==> src/rtl/midpoint_circle_arc_generator_macros.svh <==
// Assertion macros for the midpoint circle arc generator.
// Used by the RTL files that carry concurrent assertions; no other dependencies.
`ifndef MIDPOINT_CIRCLE_ARC_GENERATOR_MACROS_SVH
`define MIDPOINT_CIRCLE_ARC_GENERATOR_MACROS_SVH

// Same-cycle implication, disabled while reset is asserted.
`define MCAG_ASSERT_IMPLIES(label, clk, rst_n, cond, expr) \
	label: assert property (@(posedge clk) disable iff (!(rst_n)) (cond) |-> (expr)) \
		else $error("mcag assertion failed");

// Next-cycle implication, disabled while reset is asserted.
`define MCAG_ASSERT_NEXT(label, clk, rst_n, cond, expr) \
	label: assert property (@(posedge clk) disable iff (!(rst_n)) (cond) |=> (expr)) \
		else $error("mcag assertion failed");

`endif

==> src/rtl/mcag_pkg.sv <==
// Shared types and constants of the midpoint circle arc generator.
// No dependencies; imported by every module of the block.
`timescale 1ns / 1ps

package mcag_pkg;

	localparam int CFG_W   = 12;  // centre coordinate register width
	localparam int RAD_W   = 11;  // radius field width
	localparam int STATE_W = 12;  // stored x and y width
	localparam int DEC_W   = 14;  // decision value width, two's complement
	localparam int OFS_W   = 14;  // signed offset width handed to the mirror logic
	localparam int ADDR_W  = 3;   // APB address width, registers at 0 and 4

	// Action codes
	localparam logic ACT_START = 1'b0;

	// Register indexes
	localparam logic REG_CENTER_ROW = 1'b0;
	localparam logic REG_CENTER_COL = 1'b1;

	// One input beat
	typedef struct packed {
		logic             action;
		logic [RAD_W-1:0] radius;
		logic             half;
	} mcag_item_t;

	// One generated point set before mirroring
	typedef struct packed {
		logic                    live;  // a point set was produced
		logic                    done;  // this step ended the octant
		logic                    half;  // 1 right half mirrors, 0 left
		logic signed [OFS_W-1:0] px;
		logic signed [OFS_W-1:0] py;
	} mcag_point_t;

endpackage

==> src/rtl/mcag_apb_regs.sv <==
// APB configuration registers: centre row and centre column.
// Depends on mcag_pkg.
`timescale 1ns / 1ps

module mcag_apb_regs import mcag_pkg::*; (
	input  logic              clk,
	input  logic              arst_n,
	input  logic              psel,
	input  logic              penable,
	input  logic              pwrite,
	input  logic [ADDR_W-1:0] paddr,
	input  logic [31:0]       pwdata,
	output logic [31:0]       prdata,
	output logic              pready,
	output logic [CFG_W-1:0]  center_row,
	output logic [CFG_W-1:0]  center_col
);

	logic             wr_en;
	logic             reg_idx;
	logic [CFG_W-1:0] rd_val;

	assign pready  = 1'b1;
	assign wr_en   = psel & penable & pwrite;
	assign reg_idx = paddr[ADDR_W-1];

	// Write the addressed register on the access beat
	always_ff @(posedge clk or negedge arst_n) begin
		if (!arst_n) begin
			center_row <= '0;
			center_col <= '0;
		end else if (wr_en) begin
			case (reg_idx)
				REG_CENTER_ROW: center_row <= pwdata[CFG_W-1:0];
				REG_CENTER_COL: center_col <= pwdata[CFG_W-1:0];
				default: ;
			endcase
		end
	end

	// Return the addressed register
	always_comb begin
		case (reg_idx)
			REG_CENTER_ROW: rd_val = center_row;
			REG_CENTER_COL: rd_val = center_col;
			default:        rd_val = '0;
		endcase
		prdata = {{(32-CFG_W){1'b0}}, rd_val};
	end

endmodule

==> src/rtl/mcag_arc_state.sv <==
// Arc state and decision update of the midpoint circle generator.
// Depends on mcag_pkg; produces at most one unmirrored point set per advanced beat.
`timescale 1ns / 1ps

module mcag_arc_state import mcag_pkg::*; (
	input  logic        clk,
	input  logic        arst_n,
	input  logic        adv,
	input  mcag_item_t  item,
	output mcag_point_t pt
);

	logic [STATE_W-1:0]      step_x_q, step_y_q;
	logic signed [DEC_W-1:0] dec_q;
	logic                    half_q, finished_q;

	logic signed [OFS_W-1:0] x_ext, y_ext, x_n, y_n;
	logic signed [DEC_W-1:0] dec_n;
	logic [STATE_W-1:0]      step_x_n, step_y_n;
	logic                    half_n, finished_n, done_n;

	assign x_ext = $signed({{(OFS_W-STATE_W){1'b0}}, step_x_q});
	assign y_ext = $signed({{(OFS_W-STATE_W){1'b0}}, step_y_q});

	// Compute the next point and state for the held beat
	always_comb begin
		step_x_n   = step_x_q;
		step_y_n   = step_y_q;
		dec_n      = dec_q;
		half_n     = half_q;
		finished_n = finished_q;
		x_n        = x_ext;
		y_n        = y_ext;
		done_n     = 1'b0;
		pt         = '0;
		if (item.action == ACT_START) begin
			// Load a new arc at the top of the octant
			x_n        = '0;
			y_n        = $signed({{(OFS_W-RAD_W){1'b0}}, item.radius});
			dec_n      = DEC_W'(1) - $signed({{(DEC_W-RAD_W){1'b0}}, item.radius});
			step_x_n   = '0;
			step_y_n   = {{(STATE_W-RAD_W){1'b0}}, item.radius};
			half_n     = item.half;
			finished_n = 1'b0;
			pt.live    = 1'b1;
			pt.half    = item.half;
			pt.px      = x_n;
			pt.py      = y_n;
		end else if (!finished_q) begin
			// Advance x; step y down when the midpoint lies outside
			if (dec_q[DEC_W-1]) begin
				dec_n = dec_q + (x_ext <<< 1) + DEC_W'(3);
				y_n   = y_ext;
			end else begin
				dec_n = dec_q + ((x_ext - y_ext) <<< 1) + DEC_W'(5);
				y_n   = y_ext - OFS_W'(1);
			end
			x_n        = x_ext + OFS_W'(1);
			done_n     = (y_n < x_n);
			step_x_n   = x_n[STATE_W-1:0];
			step_y_n   = y_n[OFS_W-1] ? '0 : y_n[STATE_W-1:0];
			finished_n = done_n;
			pt.live    = 1'b1;
			pt.done    = done_n;
			pt.half    = half_q;
			pt.px      = x_n;
			pt.py      = y_n;
		end
	end

	// Commit the state when the beat moves on
	always_ff @(posedge clk or negedge arst_n) begin
		if (!arst_n) begin
			step_x_q   <= '0;
			step_y_q   <= '0;
			dec_q      <= '0;
			half_q     <= 1'b0;
			finished_q <= 1'b1;
		end else if (adv) begin
			step_x_q   <= step_x_n;
			step_y_q   <= step_y_n;
			dec_q      <= dec_n;
			half_q     <= half_n;
			finished_q <= finished_n;
		end
	end

endmodule

==> src/rtl/mcag_point_map.sv <==
// Mirror logic: places four points around the centre and clips them to the grid.
// Depends on mcag_pkg; purely combinational.
`timescale 1ns / 1ps

module mcag_point_map import mcag_pkg::*; #(
	parameter int COORD_BITS = 12
) (
	input  mcag_point_t           pt,
	input  logic [CFG_W-1:0]      center_row,
	input  logic [CFG_W-1:0]      center_col,
	output logic [COORD_BITS-1:0] rows [4],
	output logic [COORD_BITS-1:0] cols [4],
	output logic [3:0]            out_of_range,
	output logic                  points_new,
	output logic                  arc_done
);

	localparam int PW = (COORD_BITS + 2 > OFS_W + 1) ? COORD_BITS + 2 : OFS_W + 1;
	localparam logic signed [PW-1:0] LIM = PW'((64'd1 << COORD_BITS) - 64'd1);

	logic signed [PW-1:0] cr, cc, xs, ys;
	logic signed [PW-1:0] row_v [4];
	logic signed [PW-1:0] col_v [4];

	function automatic logic [COORD_BITS-1:0] clip(input logic signed [PW-1:0] v);
		if (v[PW-1])
			clip = '0;
		else if (v > LIM)
			clip = '1;
		else
			clip = v[COORD_BITS-1:0];
	endfunction

	function automatic logic outside(input logic signed [PW-1:0] v);
		outside = v[PW-1] || (v > LIM);
	endfunction

	assign cr = $signed({{(PW-CFG_W){1'b0}}, center_row});
	assign cc = $signed({{(PW-CFG_W){1'b0}}, center_col});
	assign xs = PW'(pt.px);
	assign ys = PW'(pt.py);

	// Form the four mirrored positions
	always_comb begin
		row_v[0] = cr + ys;  col_v[0] = cc + xs;
		row_v[1] = cr + xs;  col_v[1] = cc + ys;
		if (pt.half) begin
			row_v[2] = cr - xs;  col_v[2] = cc + ys;
			row_v[3] = cr - ys;  col_v[3] = cc + xs;
		end else begin
			row_v[2] = cr + xs;  col_v[2] = cc - ys;
			row_v[3] = cr + ys;  col_v[3] = cc - xs;
		end
	end

	// Clip each point and flag it; drop everything when no point was made
	always_comb begin
		for (int k = 0; k < 4; k++) begin
			if (pt.live) begin
				rows[k]         = clip(row_v[k]);
				cols[k]         = clip(col_v[k]);
				out_of_range[k] = outside(row_v[k]) | outside(col_v[k]);
			end else begin
				rows[k]         = '0;
				cols[k]         = '0;
				out_of_range[k] = 1'b0;
			end
		end
		points_new = pt.live;
		arc_done   = pt.live & pt.done;
	end

endmodule

==> src/rtl/midpoint_circle_arc_generator.sv <==
// Top level of the midpoint circle arc generator: input stage, output register.
// Depends on mcag_pkg, mcag_apb_regs, mcag_arc_state, mcag_point_map and the macros header.
//
// Usage:
//   Input channel (item_valid / item_stall): one beat carries action, arc_radius and
//   half_select. action = start loads a radius and half; action = step advances x.
//   Output channel (result_valid / result_stall): one beat per input beat, carrying
//   four mirrored points, out_of_range flags, points_new and arc_done.
//   APB port: center_row at address 0, center_col at address 4; write while idle.
// Flow: an accepted beat is registered in the input stage, then processed into the output
//   register, from which it can be taken.
// Throughput: one beat per cycle unless stalled. The arc state registers update in the same
//   edge that moves the input stage into the output register, so the next beat sees them.
// Reset: arst_n clears both stages, the centre registers and the arc state; no arc
//   is active afterwards, so steps return all-zero result beats until a start.
// Stall: while result_stall holds a full output register, the input stage holds its
//   beat and item_stall rises once the input stage is occupied.
`timescale 1ns / 1ps
`include "midpoint_circle_arc_generator_macros.svh"

module midpoint_circle_arc_generator import mcag_pkg::*; #(
	parameter int COORD_BITS = 12
) (
	input  logic                  clk,
	input  logic                  arst_n,
	// APB configuration
	input  logic                  psel,
	input  logic                  penable,
	input  logic                  pwrite,
	input  logic [ADDR_W-1:0]     paddr,
	input  logic [31:0]           pwdata,
	output logic [31:0]           prdata,
	output logic                  pready,
	// Input channel
	input  logic                  item_valid,
	output logic                  item_stall,
	input  logic                  action,
	input  logic [RAD_W-1:0]      arc_radius,
	input  logic                  half_select,
	// Output channel
	output logic                  result_valid,
	input  logic                  result_stall,
	output logic [COORD_BITS-1:0] row_a,
	output logic [COORD_BITS-1:0] col_a,
	output logic [COORD_BITS-1:0] row_b,
	output logic [COORD_BITS-1:0] col_b,
	output logic [COORD_BITS-1:0] row_c,
	output logic [COORD_BITS-1:0] col_c,
	output logic [COORD_BITS-1:0] row_d,
	output logic [COORD_BITS-1:0] col_d,
	output logic [3:0]            out_of_range,
	output logic                  points_new,
	output logic                  arc_done
);

	logic             valid_s1;
	mcag_item_t       item_s1;
	logic             out_free, adv;
	logic [CFG_W-1:0] center_row, center_col;
	mcag_point_t      pt;

	logic [COORD_BITS-1:0] rows_c [4];
	logic [COORD_BITS-1:0] cols_c [4];
	logic [3:0]            oor_c;
	logic                  new_c, done_c;

	logic [COORD_BITS-1:0] rows_q [4];
	logic [COORD_BITS-1:0] cols_q [4];
	logic [3:0]            oor_q;
	logic                  new_q, done_q, result_valid_q;

	// Configuration registers
	mcag_apb_regs u_regs (
		.clk        (clk),
		.arst_n     (arst_n),
		.psel       (psel),
		.penable    (penable),
		.pwrite     (pwrite),
		.paddr      (paddr),
		.pwdata     (pwdata),
		.prdata     (prdata),
		.pready     (pready),
		.center_row (center_row),
		.center_col (center_col)
	);

	// Handshake: the output register frees when empty or being taken
	assign out_free   = ~result_valid_q | ~result_stall;
	assign adv        = valid_s1 & out_free;
	assign item_stall = valid_s1 & ~out_free;

	// Input stage
	always_ff @(posedge clk or negedge arst_n) begin
		if (!arst_n) begin
			valid_s1 <= 1'b0;
		end else if (!item_stall) begin
			valid_s1 <= item_valid;
		end
	end

	always_ff @(posedge clk) begin
		if (item_valid && !item_stall) begin
			item_s1.action <= action;
			item_s1.radius <= arc_radius;
			item_s1.half   <= half_select;
		end
	end

	// Arc state and step arithmetic
	mcag_arc_state u_state (
		.clk    (clk),
		.arst_n (arst_n),
		.adv    (adv),
		.item   (item_s1),
		.pt     (pt)
	);

	// Mirror and clip
	mcag_point_map #(
		.COORD_BITS (COORD_BITS)
	) u_map (
		.pt           (pt),
		.center_row   (center_row),
		.center_col   (center_col),
		.rows         (rows_c),
		.cols         (cols_c),
		.out_of_range (oor_c),
		.points_new   (new_c),
		.arc_done     (done_c)
	);

	// Output register
	always_ff @(posedge clk or negedge arst_n) begin
		if (!arst_n) begin
			result_valid_q <= 1'b0;
		end else if (out_free) begin
			result_valid_q <= adv;
		end
	end

	always_ff @(posedge clk) begin
		if (adv) begin
			rows_q <= rows_c;
			cols_q <= cols_c;
			oor_q  <= oor_c;
			new_q  <= new_c;
			done_q <= done_c;
		end
	end

	assign result_valid = result_valid_q;
	assign row_a        = rows_q[0];
	assign col_a        = cols_q[0];
	assign row_b        = rows_q[1];
	assign col_b        = cols_q[1];
	assign row_c        = rows_q[2];
	assign col_c        = cols_q[2];
	assign row_d        = rows_q[3];
	assign col_d        = cols_q[3];
	assign out_of_range = oor_q;
	assign points_new   = new_q;
	assign arc_done     = done_q;

	// Checks on the datapath and stage control
	`MCAG_ASSERT_IMPLIES(a_done_has_points, clk, arst_n, result_valid_q && done_q, new_q)
	`MCAG_ASSERT_IMPLIES(a_range_has_points, clk, arst_n, result_valid_q && (oor_q != 4'd0), new_q)
	`MCAG_ASSERT_IMPLIES(a_stall_only_when_full, clk, arst_n, item_stall, result_valid_q && result_stall)
	`MCAG_ASSERT_NEXT(a_stage_drains, clk, arst_n, adv, result_valid_q)

endmodule
==> config.mk <==
export PLATFORM = sky130hd
export DESIGN_NAME = midpoint_circle_arc_generator
export DESIGN_NICKNAME = d
export VERILOG_FILES = /design/src/rtl/mcag_pkg.sv /design/src/rtl/mcag_apb_regs.sv /design/src/rtl/mcag_arc_state.sv /design/src/rtl/mcag_point_map.sv /design/src/rtl/midpoint_circle_arc_generator.sv
export VERILOG_INCLUDE_DIRS = /design/src /design/src/rtl
export SDC_FILE = /design/constraint.sdc
export NUM_CORES = 1
export LEC_CHECK = 0
export BUFFER_PORTS_ARGS = -buffer_cell sky130_fd_sc_hd__buf_2
export CORE_MARGIN = 2
export CORE_UTILIZATION = 60
export CTS_CLUSTER_SIZE = 30
export DETAILED_ROUTE_END_ITERATION = 6
export PLACE_DENSITY_LB_ADDON = 0.08
export SKIP_LAST_GASP = 1
export SYNTH_ARGS = -nofsm -noshare
export SYNTH_HDL_FRONTEND = slang
export SYNTH_HIERARCHICAL = 1
export SYNTH_SLANG_ARGS = --single-unit
==> constraint.sdc <==
create_clock -name clk -period 12.5 [get_ports clk]
set_input_delay 1.25 -clock clk [delete_from_list [all_inputs] [get_ports clk]]
set_output_delay 1.25 -clock clk [all_outputs]
set_load 0.02 [all_outputs]
==> results.toml <==
[run_status]
status = "finished, violations left"
violations = "DRC"

[clock_network]
htreeDepth = 4
root_buffer = "clkbuf_16"
cts_setup_buffers = 0
cts_buffers = 17
cts_hold_buf = 0
post_cts_resize_count = 0
clock_path_buffers = 2
insertion_delay_ps = 450
clk_pin_slew_worst_paths_ps = 80
clock-sinks = 181
cts_tree = "built"

[worst_setup_path]
critical_path_arrival_ps = 5620
r2r-start = "item_s1[12]$_DFFE_PP_"
crit_path_start_kind = "flip-flop"
crit_type = "reg -> reg"
timing.critical_path.to = "out_of_range[3]$_DFFE_PP_"
crit_start = "item_s1[12]$_DFFE_PP_"
endpoint_kind = "flip-flop"
reg2reg_depth = 16
worstPathRequired_ps = 12660
crit_slowest_cell = "nor3_1"
timing.rr.end = "out_of_range[3]$_DFFE_PP_"
ff2ff_setup_slack_ps = 7050
crit_path_cell_trace = "buf_4 -> clkinv_1 -> nor2_1 -> buf_4 -> nand2_1 -> o21ai_0 -> inv_1 -> ha_1 -> nor3b_1 -> nor3_1 -> nor4_2 -> o31a_1 -> a2111oi_2 -> a21oi_1 -> a21oi_2 -> a31oi_1"
max_stage_delay_ps = 640
crit_path_max_fanout = 26
worst_path_most_repeated_cell = "buf_4"

[sta]
rsz0062_at_grt = "no"
hold_viol_final = 0
timing.slew.headroom_pct = 35.2
fin_crit_ps = 5450
finalMaxSlewViolations = 0
tns_ps = 0
fin_ws_ps = 7050
max_freq_mhz = 183
finalSetupViolCount = 0
whs_ps = 515
skew_ps = 19.0
finalCritPeriodShare_pct = 43.6
tightest_slew_ps = 971

[grt]
overflow = 0
first_global_vias = 13075
track_usage_pct = 33.0
grt_use_met2_pct = 59.8
antenna_found_initial = 0
met1_usage_pct = 38.9
grt_pass1_wl_um = 71500
use_met3_pct = 4.77
grt_start_max_net_pins = 67
grt_busiest_layer = "met2"

[placement]
gp_congestion = 0.933
hpwl_um = 35600
dpl_cell_area_um2 = 16600
port_buffers = 148
place_ws_ps = 7160

[logic_synthesis]
postSynthAreaPerCell_um2 = 9.13
yosysTopAreaCellShare_pct = 21.9
yosys_warnings = 6
synth_top_family_by_area = "compound AO/OA/AOI/OAI gates"
ys_async_sr_fraction_pct = 36.5
synth_cells = 1724
synth-edff-count = 115
yosysSeqAreaShare_pct = 32.4
synthTopCellsByArea = "edfxtp_1 22%, ha_1 14%, dfrtp_1 10%"
synth.area.mux_share_pct = 3.74
yosys-top-cells-count = "176 x a21oi_1, 170 x ha_1, 123 x nor2_1"
ys_ff_latch = 181
synth-main-ff-cell = "edfxtp_1"
synth.most_common_cell = "a21oi_1"
synth_compound_area_share_pct = 22.5
synthAdderAreaFrac_pct = 14.9
synthSimpleGateAreaFrac_pct = 12.9
synth_area_leader_cell = "edfxtp_1"
yosys.area_share.xor_xnor_pct = 7.00
yosysUniqueCellTypes = 101
syn_area_um2 = 15700

[layout]
reg_top3 = "u_state/dec_q: 14 flops, item_s1: 13 flops"
largest_reg_flops = 14
regMostFlops = "u_state/dec_q"
final_core_util_pct = 66.2
fin_area_um2 = 17100
post_route_cells_drive_above_1_share_pct = 15.2
n_antenna_cell = 0
num-nets-final = 2056
layout-area-overhead-vs-synth_pct = 8.91
fill_cells = 2203

[min_path]
worstHoldPathCells = 1
hp-class = "reg -> reg"

[detailed_routing]
firstDrtPassIters = 7
wl_per_cell_um = 21.2
via_per_inst = 6.24
vias = 13518
postRouteAntennaNets = 0
wl_um = 45900
drt_iter0_drc = 1266
drcViolationCount = 1

[die]
rows = 59
die-area_um2 = 27500
die_w_um = 166
pin_count = 192
die_y_um = 166
core_region_area_um2 = 25900
start_util_pct = 60.7

[power]
p_leak_nw = 7.38
peakVddDrop_v = 0.000243
power_density_nw_per_um2 = 229

[run]
cap_violations = 0
==> cells in the final DEF (no fill, tap or decap), drive strengths merged, types with 7 or more instances in the layout <==
master / Yosys / routed
nor2b: 28 / 28
clkbuf: 61 / 18
a211oi: 23 / 23
o211ai: 21 / 21
clkinv: 2 / 9
dfrtp: 65 / 65
fa: 11 / 11
nor4: 8 / 8
o21a: 21 / 21
nor3: 27 / 27
o22ai: 8 / 8
a221oi: 14 / 14
ha: 170 / 170
mux2: 40 / 40
nand3b: 7 / 7
a22oi: 9 / 9
or3: 7 / 7
nand2: 104 / 104
mux2i: 10 / 10
conb: 3 / 22
nand3: 23 / 23
nand4: 9 / 9
o21bai: 15 / 15
a31oi: 17 / 17
a21boi: 7 / 7
inv: 119 / 126
a21o: 20 / 20
and2: 9 / 9
nor2: 124 / 124
and3: 14 / 14
edfxtp: 115 / 115
o31ai: 14 / 14
nand2b: 30 / 30
o21ai: 119 / 119
xor2: 21 / 21
a21oi: 187 / 187
buf: 45 / 164
xnor2: 104 / 104
o31a: 11 / 11
==> per-layer routing <==
| metal | share of wire, % | routed length, um |
|---|---|---|
| met2 | 51 | 23600 |
| met4 | 4.3 | 1980 |
| met3 | 5.8 | 2660 |
| met5 | 0 | 0 |
| met1 | 38 | 17600 |
==> metrics by stage <==
stage | power, mW | cells
floorplan | 2.75 | 1743
global placement | 3.31 | 2136
detailed placement | 3.37 | 2136
CTS | 3.91 | 2168
global route | 4.21 | 2168
finish | 3.93 | 2168
==> report_power, final <==
group | internal [mW] | switching, mW | total, mW
clock | 0.271 | 0.271 | 0.542
combinational | 0.930 | 1.45 | 2.38
sequential | 0.872 | 0.138 | 1.01
total | 2.07 | 1.85 | 3.93
==> worst max-delay path, delay by kind of cell, from the launching register on <==
kind / cells / cell delay, ps
and+or+nand+nor: 5 / 1210
AOI/OAI and AO/OA: 6 / 1880
DFF: 1 / 320
buffers and inverters: 4 / 1260
adders and majority gates: 1 / 510
==> how the worst min path moves through the flow <==
stage,from,end
final,u_state/step_y_q[9]$_DFFE_PN0P_,u_state/step_y_q[9]$_DFFE_PN0P_
after global routing,u_state/finished_q$_DFFE_PN1P_,u_state/finished_q$_DFFE_PN1P_
after CTS,u_state/step_y_q[9]$_DFFE_PN0P_,u_state/step_y_q[9]$_DFFE_PN0P_
after detailed placement,valid_s1$_DFFE_PN0N_,result_valid$_DFFE_PN0P_
after global placement,valid_s1$_DFFE_PN0N_,result_valid$_DFFE_PN0P_
after floorplan,valid_s1$_DFFE_PN0N_,result_valid$_DFFE_PN0P_
==> cell type report <==
class / instances / area (um^2) / area share, %
Multi-Input combinational cell: 1335 / 9720 / 56.7
Sequential cell: 181 / 5110 / 29.8
Timing Repair Buffer: 164 / 861 / 5.02
Inverter: 121 / 454 / 2.65
Clock buffer: 18 / 439 / 2.56
Tap cell: 335 / 419 / 2.45
Clock inverter: 14 / 139 / 0.810
==> cell families after synthesis <==
| family | count (synthesis) |
|---|---|
| AOI/OAI and AO/OA | 548 |
| and+or+nand+nor | 409 |
| buffers and inverters | 227 |
| adders and majority gates | 181 |
| DFF | 181 |
| xor gates and xnor gates | 125 |
| muxes | 50 |
| other | 3 |
(Power assumes the default switching activity.)
